**src/design/hall_period_average_tachometer_top_assert.svh**
```systemverilog
// Assertion macros shared by the tachometer top level.
`ifndef HALL_PERIOD_AVERAGE_TACHOMETER_TOP_ASSERT_SVH
`define HALL_PERIOD_AVERAGE_TACHOMETER_TOP_ASSERT_SVH

`ifndef NO_ASSERTIONS
// Checks a consequence in the same cycle as its antecedent.
`define HTACH_ASSERT_SAME(lbl, ante, cons) \
  lbl: assert property (@(posedge clk) disable iff (!rst_n) (ante) |-> (cons)) \
    else $error("tachometer check failed");
// Checks a consequence in the cycle after its antecedent.
`define HTACH_ASSERT_NEXT(lbl, ante, cons) \
  lbl: assert property (@(posedge clk) disable iff (!rst_n) (ante) |=> (cons)) \
    else $error("tachometer check failed");
`else
`define HTACH_ASSERT_SAME(lbl, ante, cons)
`define HTACH_ASSERT_NEXT(lbl, ante, cons)
`endif

`endif

```
**src/design/htach_pkg.sv**
```systemverilog
// Types and constants of the hall period tachometer.
package htach_pkg;

  localparam int PERIOD_W = 32;
  localparam int SUM_W    = 36;
  localparam int RPM_W    = 16;
  // Divider remainder and divisor width: twice the mean needs 33 bits.
  localparam int REM_W    = 33;

  // The mean is the top bits of the sum times a 40-bit reciprocal, taken in 8-bit slices.
  localparam int RECIP_W  = 40;
  localparam int CHUNK_W  = 8;
  localparam int MAC_W    = SUM_W + CHUNK_W;

  localparam int MEAN_STEPS = RECIP_W / CHUNK_W;
  localparam int RPM_STEPS  = 16;
  localparam int CNT_W      = 5;

  // Twice 1250000, so that round half up becomes floor((2N + m) / 2m).
  localparam logic [REM_W-1:0] RPM_NUM2 = 33'd2500000;
  localparam logic [RPM_W-1:0] RPM_MAX  = 16'hFFFF;

  typedef enum logic [2:0] {
    ST_IDLE,
    ST_MEAN_LOAD,
    ST_MEAN_RUN,
    ST_RPM_LOAD,
    ST_RPM_RUN,
    ST_FINISH
  } htach_state_t;

  typedef struct packed {
    logic win_shift;
    logic mean_load;
    logic mean_step;
    logic rpm_load;
    logic div_step;
    logic out_load;
  } htach_cmd_t;

  typedef struct packed {
    logic rpm_sat;
  } htach_sts_t;

endpackage

```
**src/design/htach_in_if.sv**
```systemverilog
// Input channel: one measured hall period per beat.
interface htach_in_if;
  logic        valid;
  logic        ready;
  logic [31:0] period_us;

  modport source (output valid, output period_us, input ready);
  modport sink (input valid, input period_us, output ready);
endinterface

```
**src/design/htach_out_if.sv**
```systemverilog
// Result channel: speed, mean period and zero flag per beat.
interface htach_out_if;
  logic        valid;
  logic        ready;
  logic [15:0] speed_rpm;
  logic [31:0] mean_period_us;
  logic        zero_period;

  modport source (output valid, output speed_rpm, output mean_period_us,
                  output zero_period, input ready);
  modport sink (input valid, input speed_rpm, input mean_period_us,
                input zero_period, output ready);
endinterface

```
**src/design/htach_dp.sv**
```systemverilog
// Datapath: period window, running sum, reciprocal mean, restoring rpm divider, result register.
module htach_dp #(
  parameter int WINDOW_LEN = 10
) (
  input  logic                       clk,
  input  logic                       rst_n,
  input  logic [31:0]                in_period_us,
  input  htach_pkg::htach_cmd_t      cmd,
  output htach_pkg::htach_sts_t      sts,
  output logic [15:0]                out_speed_rpm,
  output logic [31:0]                out_mean_period_us,
  output logic                       out_zero_period
);
  import htach_pkg::*;

  // The reciprocal of the window length scaled by 2^40 and rounded up. For a sum
  // below 2^36 and a window of at most 16 entries its error never reaches the floor.
  localparam logic [RECIP_W-1:0] MEAN_RECIP =
    RECIP_W'(((64'd1 << RECIP_W) + 64'(WINDOW_LEN) - 64'd1) / 64'(WINDOW_LEN));

  logic [PERIOD_W-1:0] win_r [WINDOW_LEN];
  logic [SUM_W-1:0]    sum_r;
  logic [SUM_W-1:0]    acc_r, acc_nxt;
  logic [RECIP_W-1:0]  recip_r, recip_nxt;
  logic [REM_W-1:0]    rem_r, rem_nxt;
  logic [PERIOD_W-1:0] dq_r, dq_nxt;
  logic [REM_W-1:0]    dv_r, dv_nxt;
  logic [PERIOD_W-1:0] mean_r;
  logic                sat_r;
  logic [RPM_W-1:0]    speed_r;
  logic [PERIOD_W-1:0] mean_out_r;
  logic                zero_r;

  logic [MAC_W-1:0]    prod;
  logic [MAC_W-1:0]    mac;
  logic [PERIOD_W-1:0] mean;
  logic [REM_W:0]      shifted;
  logic [REM_W:0]      trial;
  logic [REM_W-1:0]    num;
  logic [REM_W-1:0]    dbl;
  logic                sat;

  // Window and running sum. The window resets to zero, so the sum does too.
  always_ff @(posedge clk) begin
    if (!rst_n) begin
      for (int i = 0; i < WINDOW_LEN; i++) begin
        win_r[i] <= '0;
      end
      sum_r <= '0;
    end else if (cmd.win_shift) begin
      for (int i = 0; i < WINDOW_LEN - 1; i++) begin
        win_r[i] <= win_r[i+1];
      end
      win_r[WINDOW_LEN-1] <= in_period_us;
      sum_r <= sum_r - {4'b0, win_r[0]} + {4'b0, in_period_us};
    end
  end

  // Sum times one 8-bit reciprocal slice per cycle, lowest slice first; the low
  // byte drops off each time, so the last step leaves the floor of the mean.
  assign prod = MAC_W'(sum_r) * MAC_W'(recip_r[CHUNK_W-1:0]);
  assign mac  = MAC_W'(acc_r) + prod;
  assign mean = acc_r[PERIOD_W-1:0];

  // Round half up: quotient of (2N + m) by 2m, saturated once it needs 17 bits.
  assign num = RPM_NUM2 + {1'b0, mean};
  assign dbl = {mean, 1'b0};
  assign sat = {16'b0, num[REM_W-1:RPM_W]} >= dbl;
  assign sts.rpm_sat = sat;

  assign shifted = {rem_r, dq_r[PERIOD_W-1]};
  assign trial   = shifted - {1'b0, dv_r};

  always_comb begin
    acc_nxt   = acc_r;
    recip_nxt = recip_r;
    if (cmd.mean_load) begin
      acc_nxt   = '0;
      recip_nxt = MEAN_RECIP;
    end else if (cmd.mean_step) begin
      acc_nxt   = mac[MAC_W-1:CHUNK_W];
      recip_nxt = recip_r >> CHUNK_W;
    end
  end

  always_comb begin
    rem_nxt = rem_r;
    dq_nxt  = dq_r;
    dv_nxt  = dv_r;
    if (cmd.rpm_load) begin
      rem_nxt = {16'b0, num[REM_W-1:RPM_W]};
      dq_nxt  = {num[RPM_W-1:0], 16'b0};
      dv_nxt  = dbl;
    end else if (cmd.div_step) begin
      if (!trial[REM_W]) begin
        rem_nxt = trial[REM_W-1:0];
        dq_nxt  = {dq_r[PERIOD_W-2:0], 1'b1};
      end else begin
        rem_nxt = shifted[REM_W-1:0];
        dq_nxt  = {dq_r[PERIOD_W-2:0], 1'b0};
      end
    end
  end

  always_ff @(posedge clk) begin
    acc_r   <= acc_nxt;
    recip_r <= recip_nxt;
    rem_r   <= rem_nxt;
    dq_r    <= dq_nxt;
    dv_r    <= dv_nxt;
    if (cmd.rpm_load) begin
      mean_r <= mean;
      sat_r  <= sat;
    end
    if (cmd.out_load) begin
      speed_r    <= sat_r ? RPM_MAX : dq_r[RPM_W-1:0];
      mean_out_r <= mean_r;
      zero_r     <= (mean_r == '0);
    end
  end

  assign out_speed_rpm      = speed_r;
  assign out_mean_period_us = mean_out_r;
  assign out_zero_period    = zero_r;

endmodule

```
**src/design/htach_ctrl.sv**
```systemverilog
// Controller: sequences window update, mean multiply, rpm division and output.
module htach_ctrl (
  input  logic                  clk,
  input  logic                  rst_n,
  input  logic                  in_valid,
  output logic                  in_ready,
  output logic                  out_valid,
  input  logic                  out_ready,
  output htach_pkg::htach_cmd_t cmd,
  input  htach_pkg::htach_sts_t sts
);
  import htach_pkg::*;

  htach_state_t     state_r, state_nxt;
  logic [CNT_W-1:0] cnt_r, cnt_nxt;
  logic             out_valid_r, out_valid_nxt;

  always_ff @(posedge clk) begin
    if (!rst_n) begin
      state_r     <= ST_IDLE;
      cnt_r       <= '0;
      out_valid_r <= 1'b0;
    end else begin
      state_r     <= state_nxt;
      cnt_r       <= cnt_nxt;
      out_valid_r <= out_valid_nxt;
    end
  end

  always_comb begin
    state_nxt = state_r;
    cnt_nxt   = cnt_r;
    cmd       = '0;
    in_ready  = 1'b0;
    case (state_r)
      ST_IDLE: begin
        in_ready = 1'b1;
        if (in_valid) begin
          cmd.win_shift = 1'b1;
          state_nxt     = ST_MEAN_LOAD;
        end
      end
      ST_MEAN_LOAD: begin
        cmd.mean_load = 1'b1;
        cnt_nxt       = CNT_W'(MEAN_STEPS - 1);
        state_nxt     = ST_MEAN_RUN;
      end
      ST_MEAN_RUN: begin
        cmd.mean_step = 1'b1;
        cnt_nxt       = cnt_r - 1'b1;
        if (cnt_r == '0) begin
          state_nxt = ST_RPM_LOAD;
        end
      end
      ST_RPM_LOAD: begin
        cmd.rpm_load = 1'b1;
        cnt_nxt      = CNT_W'(RPM_STEPS - 1);
        // A saturated or zero mean needs no division.
        state_nxt    = sts.rpm_sat ? ST_FINISH : ST_RPM_RUN;
      end
      ST_RPM_RUN: begin
        cmd.div_step = 1'b1;
        cnt_nxt      = cnt_r - 1'b1;
        if (cnt_r == '0) begin
          state_nxt = ST_FINISH;
        end
      end
      ST_FINISH: begin
        if (!out_valid_r || out_ready) begin
          cmd.out_load = 1'b1;
          state_nxt    = ST_IDLE;
        end
      end
      default: begin
        state_nxt = ST_IDLE;
      end
    endcase
  end

  always_comb begin
    out_valid_nxt = out_valid_r && !out_ready;
    if (cmd.out_load) begin
      out_valid_nxt = 1'b1;
    end
  end

  assign out_valid = out_valid_r;

endmodule

```
**src/design/hall_period_average_tachometer_top.sv**
```systemverilog
// Top level of the hall period moving-average tachometer.
//
//   channel  direction  beat carries
//   in_ch    sink       period_us
//   out_ch   source     speed_rpm, mean_period_us, zero_period
//
// From acceptance to a loaded result an item passes the mean load and the reciprocal
// multiply steps, the rpm divider load, the divider run unless the rpm saturates, and
// the result load. The next beat is taken in the idle state that follows.
// Reset is synchronous and clears the window, the sum and all control state.
// The result sits in an output register, so a new period is accepted while a
// result still waits; a result stalled past the next item's end holds the divider.
module hall_period_average_tachometer_top #(
  parameter int WINDOW_LEN = 10
) (
  input logic        clk,
  input logic        rst_n,
  htach_in_if.sink   in_ch,
  htach_out_if.source out_ch
);
  import htach_pkg::*;

  htach_cmd_t cmd;
  htach_sts_t sts;

  htach_ctrl u_ctrl (
    .clk       (clk),
    .rst_n     (rst_n),
    .in_valid  (in_ch.valid),
    .in_ready  (in_ch.ready),
    .out_valid (out_ch.valid),
    .out_ready (out_ch.ready),
    .cmd       (cmd),
    .sts       (sts)
  );

  htach_dp #(
    .WINDOW_LEN (WINDOW_LEN)
  ) u_dp (
    .clk                (clk),
    .rst_n              (rst_n),
    .in_period_us       (in_ch.period_us),
    .cmd                (cmd),
    .sts                (sts),
    .out_speed_rpm      (out_ch.speed_rpm),
    .out_mean_period_us (out_ch.mean_period_us),
    .out_zero_period    (out_ch.zero_period)
  );

`include "hall_period_average_tachometer_top_assert.svh"

  `HTACH_ASSERT_NEXT(a_busy_after_accept, in_ch.valid && in_ch.ready, !in_ch.ready)
  `HTACH_ASSERT_SAME(a_zero_saturates, out_ch.valid && out_ch.zero_period, out_ch.speed_rpm == RPM_MAX)
  `HTACH_ASSERT_SAME(a_zero_flag_mean, out_ch.valid, out_ch.zero_period == (out_ch.mean_period_us == '0))
  `HTACH_ASSERT_SAME(a_one_load_at_a_time, 1'b1, $onehot0(cmd))

endmodule

```
**src/flat_wrapper.sv**
```systemverilog
// flat-port wrapper written by rule: the top's interface ports become plain ports
module hall_period_average_tachometer_top_flat import htach_pkg::*;
#(
  parameter int WINDOW_LEN = 10
)
  (clk, rst_n, in_ch_valid, in_ch_period_us, in_ch_ready, out_ch_valid, out_ch_speed_rpm, out_ch_mean_period_us, out_ch_zero_period, out_ch_ready);
  htach_in_if in_ch_i ();
  htach_out_if out_ch_i ();
  input logic clk;
  input logic rst_n;
  input wire logic [$bits(in_ch_i.valid)-1:0] in_ch_valid;
  input wire logic [$bits(in_ch_i.period_us)-1:0] in_ch_period_us;
  output wire logic [$bits(in_ch_i.ready)-1:0] in_ch_ready;
  output wire logic [$bits(out_ch_i.valid)-1:0] out_ch_valid;
  output wire logic [$bits(out_ch_i.speed_rpm)-1:0] out_ch_speed_rpm;
  output wire logic [$bits(out_ch_i.mean_period_us)-1:0] out_ch_mean_period_us;
  output wire logic [$bits(out_ch_i.zero_period)-1:0] out_ch_zero_period;
  input wire logic [$bits(out_ch_i.ready)-1:0] out_ch_ready;
  assign in_ch_i.valid = in_ch_valid;
  assign in_ch_i.period_us = in_ch_period_us;
  assign in_ch_ready = in_ch_i.ready;
  assign out_ch_valid = out_ch_i.valid;
  assign out_ch_speed_rpm = out_ch_i.speed_rpm;
  assign out_ch_mean_period_us = out_ch_i.mean_period_us;
  assign out_ch_zero_period = out_ch_i.zero_period;
  assign out_ch_i.ready = out_ch_ready;
  hall_period_average_tachometer_top #(.WINDOW_LEN(WINDOW_LEN)) u_core (.clk(clk), .rst_n(rst_n), .in_ch(in_ch_i), .out_ch(out_ch_i));
endmodule
```
**config.mk**
```make
export PLATFORM = sky130hd
export DESIGN_NAME = hall_period_average_tachometer_top_flat
export DESIGN_NICKNAME = d
export VERILOG_FILES = /design/src/design/htach_pkg.sv /design/src/design/htach_in_if.sv /design/src/design/htach_out_if.sv /design/src/design/htach_dp.sv /design/src/design/htach_ctrl.sv /design/src/design/hall_period_average_tachometer_top.sv /design/src/flat_wrapper.sv
export VERILOG_INCLUDE_DIRS = /design/src /design/src/design
export SDC_FILE = /design/constraint.sdc
export NUM_CORES = 1
export LEC_CHECK = 0
export BUFFER_PORTS_ARGS = -buffer_cell sky130_fd_sc_hd__buf_2
export CELL_PAD_IN_SITES_DETAIL_PLACEMENT = 0
export CELL_PAD_IN_SITES_GLOBAL_PLACEMENT = 1
export CORE_AREA = 2 2 330 201
export DETAILED_ROUTE_END_ITERATION = 12
export DIE_AREA = 0 0 332 203
export PLACE_DENSITY_LB_ADDON = 0.1
export SKIP_CTS_REPAIR_TIMING = 1
export SYNTH_ARGS = -nofsm -noshare
export SYNTH_HDL_FRONTEND = slang
export SYNTH_SLANG_ARGS = --single-unit
export TNS_END_PERCENT = 20
```
**constraint.sdc**
```tcl
create_clock -name clk -period 13.8 [get_ports clk]
set_clock_uncertainty 0.05 [all_clocks]
set_input_delay 2.07 -clock clk [delete_from_list [all_inputs] [get_ports clk]]
set_output_delay 2.07 -clock clk [all_outputs]
set_load 0.01 [all_outputs]
```
* Yosys cells after proc, flatten, opt, wreduce, memory -nomap -nowiden
Memory sizes are Yosys's and may differ from the RTL's.
Index checks and enable logic that the tools add are counted.
** Storage, ports and cells
- Register bits :: 248
- RAM bits :: 320
- Memories :: 1
- ROM bits :: 0
- Word-level logic and storage cells :: 91
- Output and inout bits :: 51
- Latch bits :: 0
** Operators by class
- Equal/unequal tests :: 9
- Mux-type cells :: 37
- Multiply operators :: 1
- Bitwise logic cells :: 10
- Reductions and logical operators :: 11
- Shift operators :: 0
- Order comparisons :: 1
- Div/mod/pow operators :: 0
- $add $sub $neg :: 6
** Memories
- u_core.u_dp.win_r :: depth 10, width 32, rd ports 10, clocked after Yosys merged registers in 0, write ports 10, RTL line htach_dp.sv:21 : logic [PERIOD_W-1:0] win_r [WINDOW_LEN];
** Operator list (number)
- 32-bit 2-to-1 mux :: 12
- 36-bit by 44-bit adder with 44-bit output :: 1
- 36-bit by 8-bit multiplier with 44-bit output :: 1
- 36-bit by 32-bit adder with 36-bit output :: 1
- 36-bit by 32-bit subtractor with 36-bit output :: 1
- 17-bit 2-to-1 mux :: 2
- 34-bit by 33-bit subtractor with 34-bit output :: 1
- 22-bit by 32-bit adder with 33-bit output (first input constant) :: 1
- 17-bit by 33-bit greater-or-equal comparator with 1-bit output :: 1
- 33-bit 2-to-1 mux :: 1
- 32-bit logical NOT :: 1
- 3-bit one-hot mux with 6 select lines :: 1
- 1-bit 2-to-1 mux :: 16
- 5-bit one-hot mux with 3 select lines :: 1
- 3-bit 2-to-1 mux :: 4
- 1-bit OR :: 10
- 2-bit inequality test (second input constant) :: 4
- 3-bit by 2-bit == test with 1-bit output (second input constant) :: 2
- 3-bit == test (second input constant) :: 2
- 5-bit logical NOT :: 1
- 5-bit by 1-bit subtractor with 5-bit output (second input constant) :: 1
- 4-bit AND reduction :: 1
- 3-bit by 1-bit == test with 1-bit output (second input constant) :: 1
- 3-bit logical NOT :: 1
- other kinds (6) :: 7

* Logic depth before layout (Yosys ltp)
Gate-level depths: netlist (run 1).
- Word-level depth :: 6
- Depth in mapped cells :: 22

* By module
Synthesis (run 1) repeated with hierarchy kept, for this count alone.
** Second synthesis, totals
- Cells, all modules :: 3050
- Area, all modules :: 32997.9 um^2
** Modules (own cells, without submodules)
- htach_dp :: cells each 2972, seq. area each 15264.6 um^2, times used 1, area each 32378.6 um^2
- htach_ctrl :: cells each 78, seq. area each 180.2 um^2, times used 1, area each 619.3 um^2

* Worst setup path after synthesis (run 1)
No wires, ideal clock.
- Path type :: input port to flip-flop
- From :: in in_ch_valid
- To :: mem u_core.u_dp.win_r[0][0] (enable)
- Stages on the path :: 6
- Setup slack :: 1.320 ns
- Path buffers :: 2
- Arrival :: 11.618 ns
- Library setup time :: 0.812 ns
- Data required time :: 12.938 ns
- Path through :: nor2b_1 -> and2_1 -> clkbuf_1 -> nor2_1 -> inv_1 -> clkbuf_1
** RTL lines
- start, declared :: RTL line flat_wrapper.sv:11 : input wire logic [$bits(in_ch_i.valid)-1:0] in_ch_valid;
- end, declared :: RTL line htach_dp.sv:21

==> results of run 1 <==
worst paths after layout:
path | start | to | slack (ps) | depth (start not counted)
min reg2reg | u_core.u_dp.acc_r[2] | u_core.u_dp.mean_r[2] | 390 | 0
min | u_core.u_dp.acc_r[2] | u_core.u_dp.mean_r[2] | 390 | 0
max | u_core.u_dp.recip_r[35] | u_core.u_dp.acc_r[32] | 7820 | 20
max reg2reg | u_core.u_dp.recip_r[35] | u_core.u_dp.acc_r[32] | 7820 | 20
worst max-delay path: stages (launching register included):
cell      delay [ps]
dfxtp_1          310
buf_4            440
nand2_1          150
fa_1             530
inv_1             60
fa_1             460
fa_1             500
inv_1             60
fa_1             520
inv_1             40
ha_1             350
o21ai_0          110
o21ai_0          170
o211ai_1         220
a31oi_2          520
a21oi_2          140
a31oi_1          610
a21bo_2          270
a31oi_1          100
xor2_1           150
o21ai_1           80
logic make-up after synthesis:
| logic type | after synthesis | share of synthesized area |
|---|---|---|
| XOR/XNOR | 113 | 0.0303 |
| adder cells (fa/ha/maj) | 374 | 0.182 |
| buffers and inverters | 598 | 0.0693 |
| AND/OR/NAND/NOR | 933 | 0.147 |
| flip-flops | 554 | 0.473 |
| AO/OA/AOI/OAI | 470 | 0.0912 |
| multiplexers | 22 | 0.00709 |
layout make-up:
cell class / count / share of cell area
Antenna cell: 1 / 0.0000703
Clock buffer: 63 / 0.0395
Clock inverter: 38 / 0.00943
Inverter: 458 / 0.0485
Multi-Input combinational cell: 1912 / 0.420
Sequential cell: 554 / 0.434
Tap cell: 851 / 0.0299
Timing Repair Buffer: 110 / 0.0183
cell usage after synthesis, types with 67 or more instances:
cell type	count
xnor2_1	67
ha_1	208
edfxtp_1	435
inv_1	458
fa_1	166
and3_1	302
and2_1	79
nor2_1	104
nand2_1	291
o21ai_0	88
clkbuf_1	126
dfxtp_1	119
a21oi_1	147
where the power goes:
part	internal, W	leakage (nW)	switching, W
clock network	0.000797	0.854	0.000677
logic	0.00155	10.3	0.00233
registers	0.00208	5.48	0.000247
total	0.00443	16.6	0.00325
layer usage:
layer	GRT usage	routed length [um]	vias to the layer above
li1	-	-	10500
met1	0.384	40500	10700
met2	0.307	29600	513
met3	0.0440	5420	81
met4	0.0442	1150	0
met5	0	0	-
sequential cells by signal, indices dropped and copies added (netlist names), 16 cells and up:
name                            flops
u_core.u_dp.acc_r                  36
u_core.u_dp.dq_r                   32
u_core.u_dp.mean_r                 32
u_core.u_dp.out_mean_period_us     32
u_core.u_dp.out_speed_rpm          16
u_core.u_dp.rem_r                  33
u_core.u_dp.sum_r                  36
u_core.u_dp.win_r                 320
per-stage QoR:
stage / std cells / power, W / hold slack [ps] / utilization / area, um2
detailed placement: 3884 / 0.00620 / 364 / 0.527 / 33800
floorplan: 3064 / 0.00530 / 356 / - / 32600
CTS: 3985 / 0.00771 / 378 / 0.554 / 35500
global placement: 3884 / 0.00614 / 363 / 0.527 / 33800
global route: 3986 / 0.00840 / 386 / 0.555 / 35600
finish: 3987 / 0.00768 / 386 / 0.555 / 35600
==> results by group, run 1 <==
Setup path
  – Crit start category: register
  – Required time of the critical path: 14260 ps
  – WP data arrival: 6440 ps
  – Kind of critical path: register to register
  – CP max FO: 38
  – Crit path capture type: register

Logic synthesis
  – Area of the mapped netlist: 0.0326 mm2
  – Yosys top cell by area: edfxtp_1
  – Cells taking the most area after synthesis: edfxtp_1 40%, fa_1 10%, ha_1 8.0%
  – Post-synthesis sequential area ratio: 0.473
  – Synthesized flop and latch total: 554
  – Synth warn: 0
  – Syn_area_per_cell: 10.6 um2
  – Main synth FF type: edfxtp_1
  – Syn nets: 3474
  – Synth top area share: 0.400
  – Library cells used by synthesis: 79
  – Syn Inst Count: 3064
  – EDFF count, synth: 435
  – Asr flop ratio synth: 0

CTS
  – Reg clk slew, reported paths: 60 ps
  – CTS root buf: clkbuf_16
  – H-tree level count: 2
  – TritonCTS Buffers: 54
  – Clock latency on the worst-skew pair: 640 ps
  – # clock sinks: 554
  – Clock tree buffer depth: 3
  – CTS tree: done

STA
  – Final setup vio count: 0
  – Period utilization: 0.434
  – Pins over their slew limit: 0
  – Final setup TNS: 0 ps
  – Max-Slew Margin vs Limit: 0.205
  – Final min period: 5980 ps
  – Setup WS post-layout: 7820 ps
  – RSZ-0062 raised after global routing: no
  – Worst-margin pin slew: 1190 ps
  – Fmax: 167 MHz
  – Final hold violation count: 0

Cells and area
  – Final #Nets: 3500
  – Multi-input logic area: 0.0149 mm2
  – Most frequent cells in the layout: 456 x inv_1, 435 x edfxtp_1, 302 x and3_1, 290 x nand2_1, 208 x ha_1
  – # fillers: 5595
  – Sequential standard cell area: 0.0154 mm2
  – Layout cell share with drive strength beyond 1: 0.0804
  – Commonest non-fill, non-tap cell in the layout: inv_1
  – P&R area growth vs syn: 9.03%

Drt
  – Vias: 21.8k
  – Drt wl/cell: 19.2 um
  – DRT iter0 DRCs: 1984
  – WL final: 76700 um
  – First drt pass iteration count: 5
  – Routed Antenna Nets: 0
  – Drc violations: 0
  – DR vias/cell: 5.47

Placement
  – Gpl congestion: 0.903
  – DP Wirelength: 55000 um
  – Pre-CTS setup slack: 7800 ps
  – Buffers on Ports: 86

Pwr
  – IR drop worst, VDD: 114 uV
  – PD cells: 216 mW/mm2
  – Lkg Pwr: 16.6 nW

Hold path
  – Worst hold path type: register to register

Outcome
  – Status: finished, final reports clean

Global routing
  – Initial antenna violation count: 3
  – Vias in the first global route: 21.0k
  – Global-route wire length before repair: 122000 um
  – Largest net degree at the start of global routing: 200
  – GRT Residual Overflow: 0
  – GRT Overall Usage: 0.231

Floorplanning
  – Die width: 332 um
  – I/O Pins: 87
  – Die area: 0.0674 mm2
  – Initial core utilization: 0.509
  – Die H: 203 um
  – Site Rows: 72
  – Core footprint: 0.0641 mm2

Job
  – Max-cap viol count: 0
Power figures use the tool's default switching activity.
==> inputs of run 2 (changes only) <==
--- a/config.mk
+++ b/config.mk
@@ -6,12 +6,13 @@
 export SDC_FILE = /design/constraint.sdc
 export NUM_CORES = 1
 export LEC_CHECK = 0
+export ABC_AREA = 1
 export BUFFER_PORTS_ARGS = -buffer_cell sky130_fd_sc_hd__buf_2
 export CELL_PAD_IN_SITES_DETAIL_PLACEMENT = 0
 export CELL_PAD_IN_SITES_GLOBAL_PLACEMENT = 1
-export CORE_AREA = 2 2 330 201
+export CORE_AREA = 2 2 371 226
 export DETAILED_ROUTE_END_ITERATION = 12
-export DIE_AREA = 0 0 332 203
+export DIE_AREA = 0 0 373 228
 export PLACE_DENSITY_LB_ADDON = 0.1
 export SKIP_CTS_REPAIR_TIMING = 1
 export SYNTH_ARGS = -nofsm -noshare
==> constraint.sdc (replaced) <==
create_clock -name clk -period 5.4 [get_ports clk]
set_clock_uncertainty 0.05 [all_clocks]
set_input_delay 0.81 -clock clk [delete_from_list [all_inputs] [get_ports clk]]
set_output_delay 0.81 -clock clk [all_outputs]
set_load 0.01 [all_outputs]
==> run 2 against run 1 <==
Effect of this change:
- sequential power increased to 2.8 times the previous value
- register-to-register slack got worse by 7600 ps
- maximum frequency increased by 15%
- critical endpoint is now u_core.u_dp.acc_r[12]
- highest routed layer is now met5
==> results by group, run 2 <==
Cells and area
  – Post-layout util: 0.489
  – Layout cell share with drive strength beyond 1: 0.0855
  – Top reg by flops: u_core.u_dp.win_r
  – Final #Nets: 4876
  – Sequential standard cell area: 0.0154 mm2
  – # fillers: 8187
  – P&R area growth vs syn: 12.6%
  – Multi-input logic area: 0.0157 mm2
  – Max reg flops: 320
  – Commonest non-fill, non-tap cell in the layout: inv_1
  – Regs by FF count: u_core.u_dp.win_r: 320 flops, u_core.u_dp.acc_r: 36 flops, u_core.u_dp.sum_r: 36 flops
  – Most frequent cells in the layout: 1074 x inv_1, 814 x nand2_1, 524 x nor2_1, 435 x edfxtp_1, 220 x a21oi_1
  – N_diodes: 0

Job
  – Max-cap viol count: 0

Logic synthesis
  – Most common cell in the netlist: inv_1
  – Post-synthesis sequential area ratio: 0.433
  – EDFF count, synth: 435
  – Syn_area_per_cell: 8.35 um2
  – Main synth FF type: edfxtp_1
  – Syn Inst Count: 4269
  – Asr flop ratio synth: 0
  – Yosys top cell by area: edfxtp_1
  – Cells taking the most area after synthesis: edfxtp_1 37%, inv_1 11%, fa_1 9.3%
  – Area of the mapped netlist: 0.0357 mm2
  – Synth top area share: 0.366
  – Synth warn: 0
  – Syn nets: 4679
  – Library cells used by synthesis: 54
  – Synthesized flop and latch total: 554
  – Top cells by count, synth: 1074 x inv_1, 816 x nand2_1, 526 x nor2_1, 435 x edfxtp_1, 221 x a21oi_1

Floorplanning
  – Die width: 373 um
  – I/O Pins: 87
  – Core footprint: 0.0822 mm2
  – Die H: 228 um
  – Site Rows: 82
  – Die area: 0.0850 mm2
  – Initial core utilization: 0.434

Global routing
  – Largest net degree at the start of global routing: 146
  – GRT Residual Overflow: 0
  – Vias in the first global route: 25.7k
  – Global-route wire length before repair: 159000 um
  – Initial antenna violation count: 1
  – GRT Overall Usage: 0.246

Placement
  – Gpl congestion: 0.979
  – Buffers on Ports: 86
  – DP Wirelength: 81700 um
  – Pre-CTS setup slack: 142 ps

STA
  – Final hold violation count: 0
  – RSZ-0062 raised after global routing: yes
  – Worst-margin pin slew: 1120 ps
  – Fmax: 191 MHz
  – Pins over their slew limit: 0
  – Period utilization: 0.967
  – Setup WS post-layout: 178 ps
  – Final setup vio count: 0
  – Final min period: 5220 ps
  – Max-Slew Margin vs Limit: 0.247

Setup path
  – Setup crit start: u_core.u_dp.acc_r[8]
  – Crit path capture type: register
  – Depth of the most critical reg-to-reg path: 18
  – Worst R2R End: u_core.u_dp.acc_r[12]
  – WP data arrival: 5760 ps
  – Crit start category: register
  – Reg-to-reg slack, setup: 180 ps
  – Kind of critical path: register to register
  – Required time of the critical path: 5940 ps
  – Worst r2r src: u_core.u_dp.acc_r[8]
  – Crit path to: u_core.u_dp.acc_r[12]
  – CP max FO: 7

CTS
  – CTS root buf: clkbuf_16
  – CTS tree: done
  – TritonCTS Buffers: 56
  – Clock tree buffer depth: 3
  – Clock latency on the worst-skew pair: 650 ps
  – # clock sinks: 554
  – Reg clk slew, reported paths: 60 ps
  – H-tree level count: 2

Drt
  – Drc violations: 0
  – Vias: 27.6k
  – DRT iter0 DRCs: 2972
  – WL final: 104000 um
  – Drt wl/cell: 18.6 um
  – Routed Antenna Nets: 0
  – First drt pass iteration count: 6
  – DR vias/cell: 4.92

Outcome
  – Status: finished, final reports clean

Pwr
  – Overall power: 0.0249 W
  – IR drop worst, VDD: 320 uV
  – PD cells: 619 mW/mm2
  – Lkg Pwr: 19.6 nW

Hold path
  – Worst hold path type: register to register
## run 2: cell types whose count changed after synthesis, sizes merged, moves of 73 or more
cell and change:
clkbuf -99, nand3 +113, and2 -73, and3 -301
nand2 +547, nor2 +431, inv +628
## run 2: cell families after synthesis
logic type	count (synthesis)	synth area share
and+or+nand+nor	1634	0.188
DFF	554	0.433
xor gates and xnor gates	51	0.0125
adders and majority gates	374	0.166
AOI/OAI and AO/OA	477	0.0724
buffers and inverters	1179	0.128
## run 2: metrics by stage
stage	std cells	hold WS, ps	setup TNS (ps)	area, um2
global placement	5500	385	0	38200
finish	5605	401	0	40200
detailed placement	5500	391	0	38200
global route	5605	425	-71.2	40200
CTS	5605	404	0	40200
floorplan	4269	353	0	35700
## run 2: report_power, final
| group | switching, W | leakage (nW) | internal (W) |
|---|---|---|---|
| combinational | 0.00922 | 13.2 | 0.00476 |
| sequential | 0.000616 | 5.47 | 0.00600 |
| clock | 0.00183 | 0.969 | 0.00245 |
| total | 0.0117 | 19.6 | 0.0132 |
## run 2: worst min-delay path by stage
stage,startpoint,end,slack (ps),cells after the start
detailed placement,u_core.u_dp.mean_r[26],u_core.u_dp.out_mean_period_us[26],390,0
global placement,u_core.u_dp.mean_r[26],u_core.u_dp.out_mean_period_us[26],390,0
CTS,u_core.u_dp.mean_r[26],u_core.u_dp.out_mean_period_us[26],400,0
global route,u_core.u_dp.acc_r[4],u_core.u_dp.mean_r[4],420,0
finish,u_core.u_dp.mean_r[26],u_core.u_dp.out_mean_period_us[26],400,0
floorplan,u_core.u_dp.acc_r[22],u_core.u_dp.mean_r[22],350,0
## run 2: worst max-delay path: stages, from the launching register on
cell	delay, ps
dfxtp_1	400
inv_1	220
fa_1	590
inv_1	60
fa_1	510
inv_1	50
fa_1	460
fa_1	550
inv_1	40
ha_1	340
nand2_1	130
nor2_1	320
nand4_1	420
nor2_2	360
a21oi_1	140
or2_2	300
nand3_1	130
nand2_1	70
inv_1	50
## run 2: layout make-up
class / count / area share
repair buffers: 229 / 0.0390
flip-flops and latches: 554 / 0.384
inverters: 1089 / 0.102
well taps: 1092 / 0.0340
clock inverters: 40 / 0.0129
multi-input cells: 2536 / 0.391
clock buffers: 65 / 0.0365
## run 2: metal layers
layer  part of all wire  GRT usage
met5            0.00086    0.00721
met4             0.0090     0.0274
met3               0.13     0.0930
met2               0.32      0.275
met1               0.54      0.427
